--- config.mk ---
export PLATFORM = sky130hd
export DESIGN_NAME = slc_front
export DESIGN_NICKNAME = d
export VERILOG_FILES = /design/src/rtl/assert_macros.svh /design/src/rtl/slc_pkg.sv /design/src/rtl/slc_front.sv
export SDC_FILE = /design/constraint.sdc
export NUM_CORES = 2
export LEC_CHECK = 0
export ABC_AREA = 1
export BUFFER_PORTS_ARGS = -buffer_cell sky130_fd_sc_hd__buf_2
export CELL_PAD_IN_SITES_DETAIL_PLACEMENT = 1
export CELL_PAD_IN_SITES_GLOBAL_PLACEMENT = 2
export CORE_MARGIN = 1.5
export CORE_UTILIZATION = 35
export DETAILED_ROUTE_END_ITERATION = 8
export MAX_ROUTING_LAYER = met4
export PLACE_DENSITY_LB_ADDON = 0.15
export SETUP_SLACK_MARGIN = 0.15
export SLEW_MARGIN = 20
export SYNTH_ARGS = -nofsm -noshare
export SYNTH_HDL_FRONTEND = slang
export SYNTH_SLANG_ARGS = --single-unit
export TNS_END_PERCENT = 1
--- constraint.sdc ---
create_clock -name clk -period 7.9 [get_ports clk]
set_input_delay 1.58 -clock clk [delete_from_list [all_inputs] [get_ports clk]]
set_output_delay 1.58 -clock clk [all_outputs]
set_load 0.005 [all_outputs]
--- src/rtl/assert_macros.svh ---
// assertion macros for the rtl top level
// no dependencies
`ifndef ASSERT_MACROS_SVH
`define ASSERT_MACROS_SVH

// same-cycle implication
`define ASSERT_IMP(label, clk, rst_n, ante, cons, msg) \
    label: assert property (@(posedge clk) disable iff (!rst_n) (ante) |-> (cons)) \
        else $error(msg);

// next-cycle implication
`define ASSERT_NXT(label, clk, rst_n, ante, cons, msg) \
    label: assert property (@(posedge clk) disable iff (!rst_n) (ante) |=> (cons)) \
        else $error(msg);

`endif

--- src/rtl/slc_pkg.sv ---
// shared constants, word types and rounding helpers for the sector line converter
// no dependencies
package slc_pkg;

    localparam int WORD_BITS     = 32;
    localparam int FRAC_BITS     = 16;
    localparam int GAIN_BITS     = 32;
    localparam int XW            = 2 * WORD_BITS + 2;
    localparam int VR_LIMIT      = 10000;
    localparam int ROOT2_LO_BITS = 31;
    // sqrt2 in q32 minus 2^32
    localparam logic [ROOT2_LO_BITS-1:0] ROOT2_LO = 31'd1779033704;

    localparam int DIV_NW = WORD_BITS + GAIN_BITS + 1;
    localparam int DIV_DW = WORD_BITS + GAIN_BITS - FRAC_BITS;
    localparam int CLP_NW = WORD_BITS + FRAC_BITS + 1;

    typedef logic signed [WORD_BITS-1:0] word_t;
    typedef logic signed [XW-1:0]        wide_t;

    localparam word_t WORD_MAX = {1'b0, {(WORD_BITS-1){1'b1}}};
    localparam word_t WORD_MIN = {1'b1, {(WORD_BITS-1){1'b0}}};

    // sign codes of the sector cos / sin
    localparam logic [1:0] SGN_ZERO = 2'b00;
    localparam logic [1:0] SGN_POS  = 2'b01;
    localparam logic [1:0] SGN_NEG  = 2'b10;

    localparam logic [1:0] COS_TAB [8] = '{SGN_POS, SGN_POS, SGN_ZERO, SGN_NEG,
                                           SGN_NEG, SGN_NEG, SGN_ZERO, SGN_POS};
    localparam logic [1:0] SIN_TAB [8] = '{SGN_ZERO, SGN_POS, SGN_POS, SGN_POS,
                                           SGN_ZERO, SGN_NEG, SGN_NEG, SGN_NEG};

    typedef struct packed {
        logic [2:0] seg;
        word_t      phi_slope;
        word_t      rad_slope;
        word_t      phi_icpt;
        word_t      rad_icpt;
    } track_t;

    typedef struct packed {
        word_t slope_zx;
        word_t slope_zy;
        word_t icpt_zx;
        word_t icpt_zy;
        logic  parallel;
        logic  div_fault;
    } result_t;

    typedef struct packed {
        word_t phi_slope;
        word_t phi_icpt;
    } slope_side_t;

    typedef struct packed {
        word_t rad_icpt;
        logic  parallel;
        logic  clamp;
    } icpt_side_t;

    typedef struct packed {
        word_t sx;
        word_t sy;
        word_t ix;
        word_t iy_nc;
        word_t iy_c;
        logic  parallel;
        logic  clamp;
        logic  ks_zero;
        logic  num_neg;
        logic  num_zero;
    } back_side_t;

    // saturate a sign / magnitude pair to one word
    function automatic word_t sat_mag(input logic [XW-1:0] mag, input logic neg);
        logic [XW-1:0] max_mag;
        logic [XW-1:0] neg_val;
        max_mag = (XW'(1) << (WORD_BITS - 1)) - XW'(1);
        neg_val = ~mag + XW'(1);
        if (!neg) begin
            sat_mag = (mag > max_mag) ? WORD_MAX : word_t'(mag[WORD_BITS-1:0]);
        end
        else begin
            sat_mag = (mag > max_mag + XW'(1)) ? WORD_MIN : word_t'(neg_val[WORD_BITS-1:0]);
        end
    endfunction

    // saturate a wide signed value to one word
    function automatic word_t sat_s(input wide_t v);
        logic [XW-1:0] mag;
        mag   = v[XW-1] ? (~v + XW'(1)) : v;
        sat_s = sat_mag(mag, v[XW-1]);
    endfunction

    // drop the fraction bits, round to nearest, ties away from zero
    function automatic wide_t round_s(input wide_t p);
        logic [XW-1:0] mag;
        mag     = p[XW-1] ? (~p + XW'(1)) : p;
        mag     = (mag + (XW'(1) << (FRAC_BITS - 1))) >> FRAC_BITS;
        round_s = p[XW-1] ? wide_t'(~mag + XW'(1)) : wide_t'(mag);
    endfunction

endpackage

--- src/rtl/slc_front.sv ---
// front stages: sector decode, clamp, gain products and divider operands
// depends on slc_pkg
module slc_front
    import slc_pkg::*;
(
    input  logic                  clk,
    input  logic                  rst_n,
    input  logic                  in_valid,
    input  track_t                track,
    output logic                  out_valid,
    output logic [DIV_NW-1:0]     slope_mag,
    output logic                  slope_neg,
    output logic [DIV_NW-1:0]     icpt_mag,
    output logic                  icpt_neg,
    output logic [DIV_DW-1:0]     den_mag,
    output slope_side_t           slope_side,
    output icpt_side_t            icpt_side
);

    localparam int DSW = WORD_BITS + 2;
    localparam int SNW = DIV_NW + 1;
    localparam logic [XW-1:0] RV_LIM = XW'(VR_LIMIT) << FRAC_BITS;

    typedef struct packed {
        logic                                odd;
        logic [1:0]                          ss;
        logic signed [DSW-1:0]               den;
        logic [WORD_BITS-1:0]                rvm;
        logic [WORD_BITS-1:0]                rim;
        logic                                rneg;
        logic                                rineg;
        logic [WORD_BITS+ROOT2_LO_BITS-1:0]  mr;
        logic [WORD_BITS+ROOT2_LO_BITS-1:0]  mi;
        logic [WORD_BITS-1:0]                dm;
        logic                                dneg;
        logic [DIV_NW-1:0]                   sn;
        logic [DIV_NW-1:0]                   ig;
        logic signed [SNW-1:0]               num;
        logic [DIV_NW-1:0]                   imag;
        logic                                ineg;
        logic                                sneg;
        logic [DIV_DW-1:0]                   dsc;
        word_t                               ks;
        word_t                               ki;
        word_t                               ri;
        logic                                clamp;
        logic                                par;
    } fr_t;

    logic [4:0] vld_reg;
    fr_t s1_reg, s1_next;
    fr_t s2_reg, s2_next;
    fr_t s3_reg, s3_next;
    fr_t s4_reg, s4_next;
    fr_t s5_reg, s5_next;

    logic [1:0]            cs1;
    logic signed [DSW-1:0] one_x;
    logic signed [DSW-1:0] ks_x;
    logic [WORD_BITS-1:0]  rs_mag;
    logic [WORD_BITS-1:0]  ri_mag;
    logic [DSW-1:0]        dabs;
    logic signed [SNW-1:0] ig_s;
    logic signed [SNW-1:0] kt;
    logic [SNW-1:0]        nabs;

    // stage 1: denominator cos + k sin, radial clamp, magnitudes
    always_comb
    begin
        s1_next = '0;
        cs1     = COS_TAB[track.seg];
        one_x   = DSW'(1) <<< FRAC_BITS;
        ks_x    = DSW'(track.phi_slope);
        if (cs1 == SGN_POS)
        begin
            s1_next.den = one_x;
        end
        else if (cs1 == SGN_NEG)
        begin
            s1_next.den = -one_x;
        end
        s1_next.ss = SIN_TAB[track.seg];
        if (s1_next.ss == SGN_POS)
        begin
            s1_next.den = s1_next.den + ks_x;
        end
        else if (s1_next.ss == SGN_NEG)
        begin
            s1_next.den = s1_next.den - ks_x;
        end
        rs_mag = track.rad_slope[WORD_BITS-1] ? (~track.rad_slope + 1'b1) : track.rad_slope;
        ri_mag = track.rad_icpt[WORD_BITS-1] ? (~track.rad_icpt + 1'b1) : track.rad_icpt;
        s1_next.clamp = XW'(rs_mag) > RV_LIM;
        s1_next.rvm   = s1_next.clamp ? RV_LIM[WORD_BITS-1:0] : rs_mag;
        s1_next.rneg  = track.rad_slope[WORD_BITS-1];
        s1_next.rim   = ri_mag;
        s1_next.rineg = track.rad_icpt[WORD_BITS-1];
        s1_next.odd   = track.seg[0];
        s1_next.ks    = track.phi_slope;
        s1_next.ki    = track.phi_icpt;
        s1_next.ri    = track.rad_icpt;
    end

    // stage 2: sqrt2 partial products, denominator magnitude
    always_comb
    begin
        s2_next      = s1_reg;
        s2_next.mr   = s1_reg.rvm * ROOT2_LO;
        s2_next.mi   = s1_reg.rim * ROOT2_LO;
        dabs         = s1_reg.den[DSW-1] ? (~s1_reg.den + 1'b1) : s1_reg.den;
        s2_next.dm   = dabs[WORD_BITS-1:0];
        s2_next.dneg = s1_reg.den[DSW-1];
        s2_next.par  = (s1_reg.den == '0);
    end

    // stage 3: full gain products
    always_comb
    begin
        s3_next    = s2_reg;
        s3_next.sn = (DIV_NW'(s2_reg.rvm) << GAIN_BITS)
                   + (s2_reg.odd ? DIV_NW'(s2_reg.mr) : '0);
        s3_next.ig = (DIV_NW'(s2_reg.rim) << GAIN_BITS)
                   + (s2_reg.odd ? DIV_NW'(s2_reg.mi) : '0);
    end

    // stage 4: intercept numerator r0 gain - k0 sin
    always_comb
    begin
        s4_next = s3_reg;
        ig_s    = $signed({1'b0, s3_reg.ig});
        if (s3_reg.rineg)
        begin
            ig_s = -ig_s;
        end
        kt          = SNW'(s3_reg.ki) <<< GAIN_BITS;
        s4_next.num = ig_s;
        if (s3_reg.ss == SGN_POS)
        begin
            s4_next.num = ig_s - kt;
        end
        else if (s3_reg.ss == SGN_NEG)
        begin
            s4_next.num = ig_s + kt;
        end
    end

    // stage 5: divider operands in sign / magnitude form
    always_comb
    begin
        s5_next      = s4_reg;
        nabs         = s4_reg.num[SNW-1] ? (~s4_reg.num + 1'b1) : s4_reg.num;
        s5_next.imag = nabs[DIV_NW-1:0];
        s5_next.ineg = s4_reg.num[SNW-1] ^ s4_reg.dneg;
        s5_next.sneg = s4_reg.rneg ^ s4_reg.dneg;
        s5_next.dsc  = DIV_DW'(s4_reg.dm) << (GAIN_BITS - FRAC_BITS);
    end

    always_ff @(posedge clk or negedge rst_n)
    begin
        if (!rst_n)
        begin
            vld_reg <= '0;
        end
        else
        begin
            vld_reg <= {vld_reg[3:0], in_valid};
        end
    end

    always_ff @(posedge clk)
    begin
        s1_reg <= s1_next;
        s2_reg <= s2_next;
        s3_reg <= s3_next;
        s4_reg <= s4_next;
        s5_reg <= s5_next;
    end

    assign out_valid            = vld_reg[4];
    assign slope_mag            = s5_reg.sn;
    assign slope_neg            = s5_reg.sneg;
    assign icpt_mag             = s5_reg.imag;
    assign icpt_neg             = s5_reg.ineg;
    assign den_mag              = s5_reg.dsc;
    assign slope_side.phi_slope = s5_reg.ks;
    assign slope_side.phi_icpt  = s5_reg.ki;
    assign icpt_side.rad_icpt   = s5_reg.ri;
    assign icpt_side.parallel   = s5_reg.par;
    assign icpt_side.clamp      = s5_reg.clamp;

endmodule

; Word-level counts from Yosys, hierarchy flattened
; Memories as Yosys holds them, arrays and structs flattened.
; Cells that the tools add are included.
[totals]
reg_bits = 1315
latch_bits = 0
mem_bits_rw = 0
rom_bits = 32
inputBits = 134
out_inout_bits = 279
word_cells = 108
n_memories = 2
[mem_list]
columns = memory, words, width, rd, rd_ports_with_merged_regs, write_ports, line_no
row1 = (name not given), 8, 2, 1, 0, 0, slc_front.sv:82  ; s1_next.ss = SIN_TAB[track.seg];
row2 = (name not given), 8, 2, 1, 0, 0, slc_front.sv:71  ; cs1 = COS_TAB[track.seg];
[op_classes]
n_addsub = 11
mul = 2
div = 0
order_cmp = 2
n_eq_ne = 6
shifts = 0
muxes = 17
n_bitwise = 7
n_reduce_logical = 1
[ops]
columns = op, n
row1 = 2-to-1 mux 66 bit, 3
row2 = 2-to-1 mux 34 bit, 4
row3 = adder 64 x 63 -> 65 bit, 2
row4 = 2-to-1 mux 63 bit, 2
row5 = multiplier 32 x 28 -> 60 bit (second input constant), 2
row6 = adder 32 x 1 -> 32 bit (second input constant), 3
row7 = inverter 32 bit, 3
row8 = adder 66 x 64 -> 66 bit, 1
row9 = negation 65 -> 66 bit, 1
row10 = subtractor 66 x 64 -> 66 bit, 1
row11 = adder 65 x 1 -> 65 bit (second input constant), 1
row12 = 2-to-1 mux 65 bit, 1
row13 = inverter 65 bit, 1
row14 = 2-to-1 mux 32 bit, 2
row15 = adder 34 x 32 -> 34 bit, 1
row16 = logical NOT 34 bit, 1
row17 = subtractor 34 x 32 -> 34 bit, 1
row18 = greater-than comparator 32 x 30 -> 1 bit (second input constant), 1
row19 = 2-to-1 mux 31 bit, 1
row20 = 2-to-1 mux 2 bit, 4
row21 = == test 2 x 1 -> 1 bit (second input constant), 3
row22 = == test 2 bit (second input constant), 3
row23 = greater-or-equal comparator 4 bit (second input constant), 1
row24 = inverter 3 -> 4 bit, 1
row25 = XOR 1 bit, 2

; Logic depth before layout (Yosys ltp)
[depth]
ltp_word = 10
ltp_mapped = 28
mapped_depth_nobuf = 28

; Worst setup path after synthesis
; OpenSTA, ideal clock, no wires.
[synth_timing]
path_kind = register to register
startpoint = register s1_reg[581] in the netlist's numbering
endpoint = register s2_reg[493] in the netlist's numbering
setup_ns = 0.112
arrival_time_ns = 5.626
t_required_ns = 7.788
setup_slack_ns = 2.162
stages_incl_launch_ff = 28
path_buffers = 0
synth_period_minus_slack_ns = 5.738
path_cell_list = dfxtp_1 inv_1 fa_1 inv_1 ha_1 inv_1 fa_1 inv_1 fa_1 inv_1 fa_1 inv_1 fa_1 inv_1 fa_1 inv_1 ha_1 a21o_1 a21oi_1 o21ai_0 a21oi_1 nand2_1 nand2_1 inv_1 o21ai_0 nand2_1 nand2_1 nand2_1
[synth_rtl]
columns = item, line_no
row1 = from (decl), slc_front.sv:51  ; fr_t s1_reg, s1_next;
row2 = from (signal assigned), slc_front.sv:172  ; s1_reg <= s1_next;
row3 = to (signal assigned), slc_front.sv:173  ; s2_reg <= s2_next;
row4 = to (decl), slc_front.sv:52  ; fr_t s2_reg, s2_next;

==> summary.txt <==
Max Cap Viol -> 0
RSZ-0062 raised after global routing -> no
post-synth top area share -> 0.331
CTS root buf -> clkbuf_16
max reg flops -> 314
unique cell type count in the Yosys netlist -> 57
Tcrit/Tclk final -> 0.920
ranking of synthesized cells by area -> dfxtp_1, fa_1, ha_1, inv_1, nand2_1
Final Wtd Congestion -> 0.942
core box area -> 220000 um2
flop2flop setup slack -> 0.63 ns
DR WL/cell -> 21.4 um
Clk Latency, worst-skew pair -> 0.83 ns
port bufs -> 390
max frequency -> 0.138 GHz
clock sink total -> 1288
largest net degree at the start of global routing -> 121
Worst Hold Class -> reg2reg
commonest non-fill, non-tap cell in the layout -> inv_1
share of cells above drive strength 1 -> 0.0840
critical path class -> reg2reg
Vias -> 57900
Critical Path Start Type -> flop
Final nets -> 11000
first-pass GRT wire length -> 400000 um
clk slew on worst S/H paths -> 0.06 ns
final wirelength -> 266000 um
initial core utilization -> 0.353
Synth-to-Final Area Change -> 14.0%
critical path arrival -> 7.96 ns
Final ANT Viol Nets -> 0
R2R cell count -> 24
worst-path fanout max -> 11
CTS tree -> done
#FFs+latches synth -> 1288
Via-to-Cell Ratio -> 4.67
htree depth -> 4
most frequent cells in the layout -> inv_1, dfxtp_1, nand2_1
cts-stage hold buffer count -> 0
Ys Warns -> 0
HPWL Detailed -> 227000 um
main flop type after synthesis -> dfxtp_1
Post-synth EDFFs -> 0
final setup fails -> 0
Die W -> 474 um
Hold Path Cell Cnt -> 0
final hold vios -> 0
critical path capture point type -> flop
Fillers -> 25900
post-synthesis async set-or-reset flop share -> 0.00388
clock buffer depth -> 3
Post-Syn Area -> 77600 um2
TNS Setup -> 0 ns
Starting DRT DRC Count -> 2568
die area -> 225000 um2
Slew Limit Fails -> 0
Critical Path RT -> 8.59 ns
I/O pin count -> 413
post-CTS setup buffers -> 0
GRT Util Overall -> 0.244
Worst Skew -> 0.0382 ns
Rows -> 172
Final min period -> 7.27 ns
total CTS buffers -> 147
Mapped Cells -> 8817
sequential fraction of the synthesis area -> 0.332
Synth Area per Inst -> 8.80 um2
area leader, netlist -> dfxtp_1
DRT Pass-1 Iters -> 7
vias in the first global route -> 63400
status -> finished clean
remaining global-route overflow -> 0
CTS resizes -> 0
worst slew pin tran -> 1.07 ns
DIE HEIGHT -> 474 um
post-route DRC violation count -> 0
Rel. slew slack -> 0.282
initial antenna violation count -> 4
-- cell usage after synthesis (29+ instances only) --
library cell	number
xnor2_1	115
ha_1	910
inv_1	2015
nor3_1	94
a21o_1	59
nand2_1	1175
fa_1	646
or2_2	29
a31oi_1	45
dfxtp_1	1283
xor2_1	264
a21oi_1	412
nor2_1	677
clkbuf_1	65
nor4_1	35
nand3_1	323
nand4_1	104
o21bai_1	29
o21ai_0	292
-- metal layers --
metal / up-vias / GRT usage / routed length, um
li1: 28300 / - / -
met4: 0 / 0.0572 / 6010
met3: 283 / 0.0243 / 7590
met1: 28500 / 0.318 / 125000
met2: 861 / 0.406 / 127000
met5: - / - / 0
-- worst max-delay path: stages, from the launching register on --
cell and delay, ns:
dfxtp_1 0.80, ha_1 0.45, xnor2_1 0.56, inv_1 0.13, ha_1 0.21, or2_2 0.30, fa_1 0.51, inv_1 0.09
fa_1 0.56, inv_1 0.06, fa_1 0.50, fa_1 0.55, inv_1 0.06, fa_1 0.54, inv_1 0.05, ha_1 0.40
nand2_1 0.12, nor2_1 0.15, inv_1 0.08, nor2_1 0.21, inv_1 0.07, nor3_1 0.13, nand2_1 0.07, nand3_1 0.21
xor2_1 0.34
-- through the flow --
stage / std cells / util / setup slack, ns / hold slack, ns / instance area (um2)
global placement: 12100 / 0.378 / 0.605 / 0.309 / 83200
global route: 12400 / 0.402 / 0.370 / 0.299 / 88500
finish: 12400 / 0.402 / 0.632 / 0.295 / 88500
floorplan: 8840 / - / 2.16 / 0.310 / 77700
detailed placement: 12100 / 0.378 / 0.658 / 0.313 / 83200
CTS: 12400 / 0.402 / 0.621 / 0.290 / 88500
-- final timing paths --
path | startpoint | endpoint
min | s4_reg[14] | icpt_side[14]
min reg2reg | s4_reg[14] | icpt_side[14]
max reg2reg | s1_reg[575] | s2_reg[483]
max in group asynchronous | rst_n | vld_reg[0]
min in group asynchronous | rst_n | vld_reg[4]
max | s1_reg[575] | s2_reg[483]
-- cell type report --
| type | count | area, um2 | share of cell area |
|---|---|---|---|
| antenna | 3 | 7.51 | 0.0000848 |
| inverter | 2023 | 7590 | 0.0858 |
| clock buffer | 181 | 4050 | 0.0457 |
| sequential | 1288 | 25800 | 0.292 |
| multi-input combinational | 5428 | 43800 | 0.495 |
| clock inverter | 88 | 1250 | 0.0142 |
| timing repair buffer | 435 | 2300 | 0.0260 |
| tap | 2958 | 3700 | 0.0418 |
-- kinds of logic (layout without fill, tap and decap cells) --
group / Yosys count / count (layout) / share of synthesized area
compound gates: 956 / 956 / 0.0693
xor+xnor: 379 / 379 / 0.0428
fa+ha+maj: 1556 / 1556 / 0.313
buf+inv: 2124 / 2727 / 0.104
flops: 1288 / 1288 / 0.332
other cells: 1 / 27 / 0.0000483
simple gates: 2513 / 2513 / 0.138
Power is left out: the tool's default activity adds up to more than one toggle a clock period on the data nets, which glitch-free logic cannot reach.
